`config.mk`:
```
export PLATFORM = sky130hd
export DESIGN_NAME = cbm_map
export DESIGN_NICKNAME = d
export VERILOG_FILES = /design/src/sv/assert_macros.svh /design/src/sv/cbm_pkg.sv /design/src/sv/cbm_map.sv
export SDC_FILE = /design/constraint.sdc
export NUM_CORES = 1
export LEC_CHECK = 0
export BUFFER_PORTS_ARGS = -buffer_cell sky130_fd_sc_hd__buf_2
export CAP_MARGIN = 25
export CELL_PAD_IN_SITES_DETAIL_PLACEMENT = 0
export CELL_PAD_IN_SITES_GLOBAL_PLACEMENT = 2
export CORE_MARGIN = 2
export CORE_UTILIZATION = 18
export DETAILED_ROUTE_END_ITERATION = 10
export PLACE_DENSITY_LB_ADDON = 0.1
export REMOVE_ABC_BUFFERS = 1
export SLEW_MARGIN = 20
export SYNTH_ARGS = -nofsm -noshare
export SYNTH_HDL_FRONTEND = slang
export SYNTH_SLANG_ARGS = --single-unit
```
`constraint.sdc`:
```
create_clock -name vclk -period 4.6
set_clock_uncertainty 0.1 [all_clocks]
set_input_delay 1.15 -clock vclk [all_inputs]
set_output_delay 1.15 -clock vclk [all_outputs]
set_load 0.005 [all_outputs]
```
`src/sv/assert_macros.svh`:
```
// Assertion macros used by the top-level RTL file.
`ifndef ASSERT_MACROS_SVH
`define ASSERT_MACROS_SVH

`ifndef ASSERT_OFF

// Check a property on every rising edge, held off while in reset.
`define ASSERT_ON(label, clk, rst_n, prop) \
	label: assert property (@(posedge clk) disable iff (!rst_n) (prop)) \
		else $error("assertion failed");

// Check that a condition never holds outside reset.
`define ASSERT_NEVER(label, clk, rst_n, cond) \
	label: assert property (@(posedge clk) disable iff (!rst_n) !(cond)) \
		else $error("forbidden condition seen");

`else

`define ASSERT_ON(label, clk, rst_n, prop)
`define ASSERT_NEVER(label, clk, rst_n, cond)

`endif

`endif

```
`src/sv/cbm_pkg.sv`:
```
`default_nettype none

package cbm_pkg;

	localparam int RAM_BYTES     = 32768;
	localparam int ROM_BANK_BITS = 7;
	localparam int RAM_AW        = $clog2(RAM_BYTES);

	// Bus regions, decoded from address bits 15:13
	localparam logic [2:0] REGION_RAM_EN   = 3'b000; // 0x0000-0x1FFF
	localparam logic [2:0] REGION_ROM_LOW  = 3'b001; // 0x2000-0x3FFF
	localparam logic [2:0] REGION_RAM_BANK = 3'b010; // 0x4000-0x5FFF
	localparam logic [2:0] REGION_MODE     = 3'b011; // 0x6000-0x7FFF
	localparam logic [2:0] REGION_EXT_RAM  = 3'b101; // 0xA000-0xBFFF

	localparam logic [3:0] RAM_EN_KEY = 4'hA;
	localparam logic [7:0] OPEN_BUS   = 8'hFF;

	typedef enum logic {
		CMD_READ  = 1'b0,
		CMD_WRITE = 1'b1
	} cmd_t;

	typedef enum logic {
		REG_ROM_BANKS_LOG2 = 1'b0,
		REG_RAM_SIZE       = 1'b1
	} reg_index_t;

	typedef struct packed {
		logic        command;
		logic [15:0] address;
		logic [7:0]  write_data;
	} access_t;

	typedef struct packed {
		logic [7:0]  read_data;
		logic        rom_fetch;
		logic [20:0] rom_address;
		logic        status;
	} result_t;

	typedef struct packed {
		logic       ram_enabled;
		logic [6:0] rom_bank;
		logic [1:0] ram_bank;
		logic       rom_mode;
	} map_state_t;

	typedef struct packed {
		result_t           res;
		logic              ram_read;
		logic              ram_we;
		logic [RAM_AW-1:0] ram_addr;
		map_state_t        next;
	} map_out_t;

endpackage

`default_nettype wire

```
`src/sv/cbm_map.sv`:
```
`default_nettype none

module cbm_map import cbm_pkg::*; (
	input  wire access_t    item,
	input  wire map_state_t st,
	input  wire logic [2:0] rom_banks_log2,
	input  wire logic [15:0] ram_size,
	output map_out_t        mo
);

	function automatic logic [6:0] fit_bank(input logic [6:0] b, input logic [6:0] mask);
		logic [6:0] m;
		m = b & mask;
		return (m == 7'd0) ? 7'd1 : m;
	endfunction

	logic [2:0]  bank_log2;
	logic [6:0]  bank_mask;
	logic [15:0] ram_limit;
	logic [14:0] ram_a;
	logic        ram_ok;
	logic        rom_ok;
	logic [4:0]  low_wr;
	logic [4:0]  low_cur;

	always_comb begin
		bank_log2 = (rom_banks_log2 > 3'(ROM_BANK_BITS)) ? 3'(ROM_BANK_BITS) : rom_banks_log2;
		bank_mask = 7'((8'd1 << bank_log2) - 8'd1);
		ram_limit = (ram_size > 16'(RAM_BYTES)) ? 16'(RAM_BYTES) : ram_size;
		ram_a     = {st.ram_bank, item.address[12:0]};
		ram_ok    = st.ram_enabled && ({1'b0, ram_a} < ram_limit);
		// switched bank lies inside the ROM when no bit above the bank count is set
		rom_ok    = (st.rom_bank & ~bank_mask) == 7'd0;
		low_wr    = (item.write_data[4:0] == 5'd0) ? 5'd1 : item.write_data[4:0];
		low_cur   = (st.rom_bank[4:0] == 5'd0) ? 5'd1 : st.rom_bank[4:0];

		mo.res.read_data   = 8'd0;
		mo.res.rom_fetch   = 1'b0;
		mo.res.rom_address = 21'd0;
		mo.res.status      = 1'b1;
		mo.ram_read        = 1'b0;
		mo.ram_we          = 1'b0;
		mo.ram_addr        = ram_a[RAM_AW-1:0];
		mo.next            = st;

		if (item.command == CMD_READ) begin
			unique case (item.address[15:13])
				REGION_RAM_EN, REGION_ROM_LOW: begin
					mo.res.rom_fetch   = 1'b1;
					mo.res.rom_address = {5'd0, item.address};
					mo.res.status      = 1'b0;
				end
				REGION_RAM_BANK, REGION_MODE: begin
					if (rom_ok) begin
						mo.res.rom_fetch   = 1'b1;
						mo.res.rom_address = {st.rom_bank, item.address[13:0]};
						mo.res.status      = 1'b0;
					end else begin
						mo.res.read_data = OPEN_BUS;
					end
				end
				REGION_EXT_RAM: begin
					if (ram_ok) begin
						mo.ram_read   = 1'b1;
						mo.res.status = 1'b0;
					end else begin
						mo.res.read_data = OPEN_BUS;
					end
				end
				default: begin
					mo.res.read_data = OPEN_BUS;
				end
			endcase
		end else begin
			unique case (item.address[15:13])
				REGION_RAM_EN: begin
					mo.next.ram_enabled = (item.write_data[3:0] == RAM_EN_KEY);
					mo.res.status       = 1'b0;
				end
				REGION_ROM_LOW: begin
					mo.next.rom_bank = fit_bank(st.rom_mode ? {st.ram_bank, low_wr}
						: {2'd0, low_wr}, bank_mask);
					mo.res.status    = 1'b0;
				end
				REGION_RAM_BANK: begin
					mo.next.ram_bank = item.write_data[1:0];
					if (st.rom_mode) begin
						mo.next.rom_bank = fit_bank({item.write_data[1:0], low_cur}, bank_mask);
					end
					mo.res.status = 1'b0;
				end
				REGION_MODE: begin
					mo.next.rom_mode = !item.write_data[0];
					mo.res.status    = 1'b0;
				end
				REGION_EXT_RAM: begin
					if (ram_ok) begin
						mo.ram_we     = 1'b1;
						mo.res.status = 1'b0;
					end
				end
				default: begin
				end
			endcase
		end
	end

endmodule

`default_nettype wire

```
[Yosys cells after proc, flatten, opt, wreduce, memory -nomap -nowiden]
Index checks and enable logic that the tools add are counted.
Storage, ports and cells
  register bits: 0
  bits in latches: 0
  RAM bits: 0
  bits in read-only memories: 0
  bits of input ports: 55
  output and inout bits: 59
  word-level logic and storage cells: 54
  memories kept: 0
Cells by class
  add/subtract/negate cells: 1
  multiply operators: 0
  divide/modulo/power cells: 0
  magnitude comparators: 3
  eq/ne operators: 5
  shifts and indexed selects: 1
  multiplexer cells: 29
  bitwise logic cells: 4
  reductions and logical operators: 11
Operators with widths (number)
  22-bit one-hot mux with 2 select lines: 1
  30-bit 2-to-1 mux: 1
  7-bit 2-to-1 mux: 4
  8-bit one-hot mux with 3 select lines: 1
  23-bit 2-to-1 mux: 1
  7-bit AND: 3
  7-bit logical NOT: 3
  16-bit > comparator (second input constant): 1
  15-bit by 16-bit less-than comparator with 1-bit output: 1
  16-bit 2-to-1 mux: 1
  8-bit 2-to-1 mux: 2
  7-bit one-hot mux with 2 select lines: 1
  11-bit 2-to-1 mux: 1
  5-bit logical NOT: 2
  5-bit 2-to-1 mux: 2
  1-bit 2-to-1 mux: 9
  7-bit inverter: 1
  1-bit by 3-bit left shift with 7-bit output (first input constant): 1
  7-bit by 1-bit subtractor with 7-bit output (second input constant): 1
  3-bit by 2-bit equality test with 1-bit output (second input constant): 2
  4-bit equality test (second input constant): 1
  2-bit 2-to-1 mux: 2
  2-bit OR reduction: 2
  4-bit OR reduction: 1
  other kinds (9): 9

[Logic depth before layout (Yosys ltp)]
  depth in word-level cells: 10
  mapped depth: 10
  gate-level depth less buffers: 9

[Worst setup path before layout]
OpenSTA, ideal clock, no wires.
  path type: input-to-output
  from: input port ram_size[7]
  to: output port mo[52] in the netlist's numbering
  data arrival time: 3.169 ns
  required time: 3.350 ns
  path slack: 0.181 ns
  cell stages on the path: 10
  path buffers: 1
  path through: nor4_1 -> a41o_2 -> nand2_1 -> ha_1 -> a21o_1 -> nand2_1 -> o2111ai_1 -> a2111o_1 -> o211a_1 -> buf_4
RTL lines
  start, declared: RTL line cbm_map.sv:7  | input wire logic [15:0] ram_size,
  end, declared: RTL line cbm_map.sv:8  | output map_out_t mo

==> impl_metrics.csv <==
group,metric,value,unit
routing,vias,1816,
routing,antenna_left,0,
worst_setup_path,worst-path-buf-inv,2,
placed_design,port_buffers,111,
grt,grt_use_total,0.126,
job,cap_violations,0,
synthesis,ys.warnings.count,0,
worst_setup_path,critPathTopFamily,"compound AO/OA/AOI/OAI gates",
power,seqPwrFrac,0,
routing,totalWireLength,5.54,mm
synthesis,synth_cell_type_count,39,
routing,wire_per_inst,13.6,um
sta,final-setup-viol-count,0,
sta,fin_crit,4590,ps
clock_network,ctsHoldBuffers,0,
grt,grt.overflow.total,0,
worst_setup_path,worstPathRequired,3350,ps
layout,layout_common_cells,"105 x buf_2, 29 x nand2_1, 21 x nor2_1, 18 x buf_4, 16 x a21oi_1",
run_status,status,"finished, final reports clean",
grt,grt_pass1_vias,1709,
synthesis,syn-cell-area,1330,um^2
layout,nNetsFinal,378,
routing,drtPass1Iterations,4,
sta,fin_crit_sh,0.998,
placed_design,dpl.hpwl,4.76,mm
layout,n_clock_buffer,0,
grt,grt_pass1_wl,8.83,mm
worst_setup_path,cp-startpoint,"ram_size[7]",
power,p_per_area,87.9,nW/um^2
floorplanning,die_w,89.8,um
sta,drv_slew,0,
layout,seqCellArea,0,um^2
layout,drive_gt1_frac,0.479,
worst_setup_path,crit_cells,11,
floorplanning,dieArea,8060,um^2
worst_hold_path,min_path_type,"primary input to output port",
worst_setup_path,cp-end-kind,"output port",
power,peakVddDrop,0.0285,mV
placed_design,routabilityCongestion,0.778,
grt,antenna_found_initial,0,
grt,grt_start_max_net_pins,16,
layout,flops_and_latches,0,
worst_setup_path,worstPathArrival,3340,ps
synthesis,yosysSeqAreaShare,0,
worst_setup_path,slowest_delay,500,ps
power,swShare,0.522,
floorplanning,die_h,89.8,um
layout,diodes,0,
worst_setup_path,cp_max_fo,8,
worst_setup_path,path_cells,"buf_8 -> nor4_4 -> a41o_2 -> nand2_2 -> ha_4 -> a21oi_2 -> o21a_1 -> o2111ai_1 -> a2111o_1 -> o211a_4 -> buf_2",
sta,max-slew-margin-rel,0.622,
worst_setup_path,start_kind,"primary input",
sta,whs,2390,ps
synthesis,synth_cells,208,
floorplanning,ioPinCount,114,
floorplanning,rows,31,
routing,drt-vias-per-instance,4.47,
synthesis,avgSynthCellArea,6.37,um^2
power,power_frac_comb,1.000,
layout,area_growth,55.1,%
routing,drt_iter0_drc,68,
layout,final_common_cell,"buf_2",
power,net-switching-power,0.0943,mW
sta,finalHoldViolCount,0,
worst_setup_path,endpoint,"mo[55]",
worst_setup_path,worst-setup-path-type,"primary input to output port",
sta,fmax,218,MHz
worst_setup_path,cpMaxStageDelayCell,"a2111o_1",
sta,rsz0062_at_grt,"yes",
power,total_power,0.181,mW
routing,post-route-drc-count,0,
floorplanning,start_util,0.185,
power,p_int,0.0864,mW
floorplanning,coreArea,7180,um^2
power,pwr-share-clk,0,
sta,worst_pin_slew,565,ps
power,p_leak,1.03,nW
## what timing repair did
item / 4_1_cts / 5_1_grt
gates resized for setup: 11 / 8
buffers inserted: 0 / 0
setup endpoints to repair: 11 / 11
pin swaps: 3 / 9
## per-stage QoR
| step | instances | setup slack [ps] | TNS, ps | utilization | instance area [um^2] |
|---|---|---|---|---|---|
| final | 406 | 7.98 | 0 | 0.286 | 2050 |
| after global routing | 406 | -124 | -1070 | 0.286 | 2050 |
| after CTS | 406 | -16.3 | -107 | 0.278 | 1990 |
| after detailed placement | 406 | -228 | -2100 | 0.270 | 1940 |
| after global placement | 406 | -232 | -2150 | 0.270 | 1940 |
| after floorplan | 178 | 276 | 0 | - | 1120 |
## area by class of cell
| type | instances | area (um^2) |
|---|---|---|
| fill | 832 | 5120 |
| multi-input combinational | 167 | 1160 |
| timing repair buffer | 129 | 732 |
| tap | 99 | 124 |
| inverter | 11 | 41.3 |
## cell usage after synthesis, types with 2 or more instances
cell type | n | area (um^2)
ha_1 | 14 | 175
mux2_2 | 3 | 33.8
nand3_1 | 5 | 25.0
and2_1 | 2 | 12.5
o21ai_0 | 12 | 60.1
o31ai_1 | 3 | 22.5
a32o_1 | 2 | 20.0
nand2b_1 | 4 | 25.0
nand2_1 | 30 | 113
nor4_1 | 3 | 18.8
buf_2 | 3 | 15.0
nor4_2 | 2 | 25.0
o21ai_1 | 2 | 10.0
nor3b_1 | 14 | 105
nor2_1 | 21 | 78.8
o2111ai_1 | 2 | 17.5
nor3_1 | 2 | 10.0
a21o_1 | 3 | 22.5
clkbuf_1 | 4 | 15.0
inv_1 | 11 | 41.3
o21a_1 | 2 | 15.0
a22oi_1 | 3 | 22.5
buf_4 | 23 | 173
a21oi_1 | 17 | 85.1
nor2b_1 | 3 | 18.8
nand4_1 | 5 | 31.3
## metal layers
metal  wire (um)  vias to the layer above  track usage
met5           0                        -            0
met4           0                        0            0
met3         330                        0       0.0126
met2        2370                       70        0.206
met1        2830                      808        0.191
li1            -                      938            -
## cell families after synthesis
group	synth area share
simple gates	0.357
compound gates	0.301
buf+inv	0.184
fa+ha+maj	0.132
mux	0.0255
## how the worst min path moves through the flow
| stage | slack, ps | start | cells past startpoint | to |
|---|---|---|---|---|
| after global routing | 2410 | item[11] | 2 | mo[14] |
| after floorplan | 2200 | item[8] | 0 | mo[11] |
| after CTS | 2390 | item[8] | 2 | mo[11] |
| after global placement | 2400 | item[8] | 2 | mo[11] |
| final | 2390 | item[8] | 2 | mo[11] |
| after detailed placement | 2390 | item[8] | 2 | mo[11] |
## power by group through the flow
stage / Sequential (mW) / Clock (mW) / Combinational, mW
after detailed placement: 0 / 0 / 0.170
after CTS: 0 / 0 / 0.177
after floorplan: 0 / 0 / 0.0725
after global routing: 0 / 0 / 0.202
after global placement: 0 / 0 / 0.172
final: 0 / 0 / 0.181
Power figures use the tool's default switching activity.
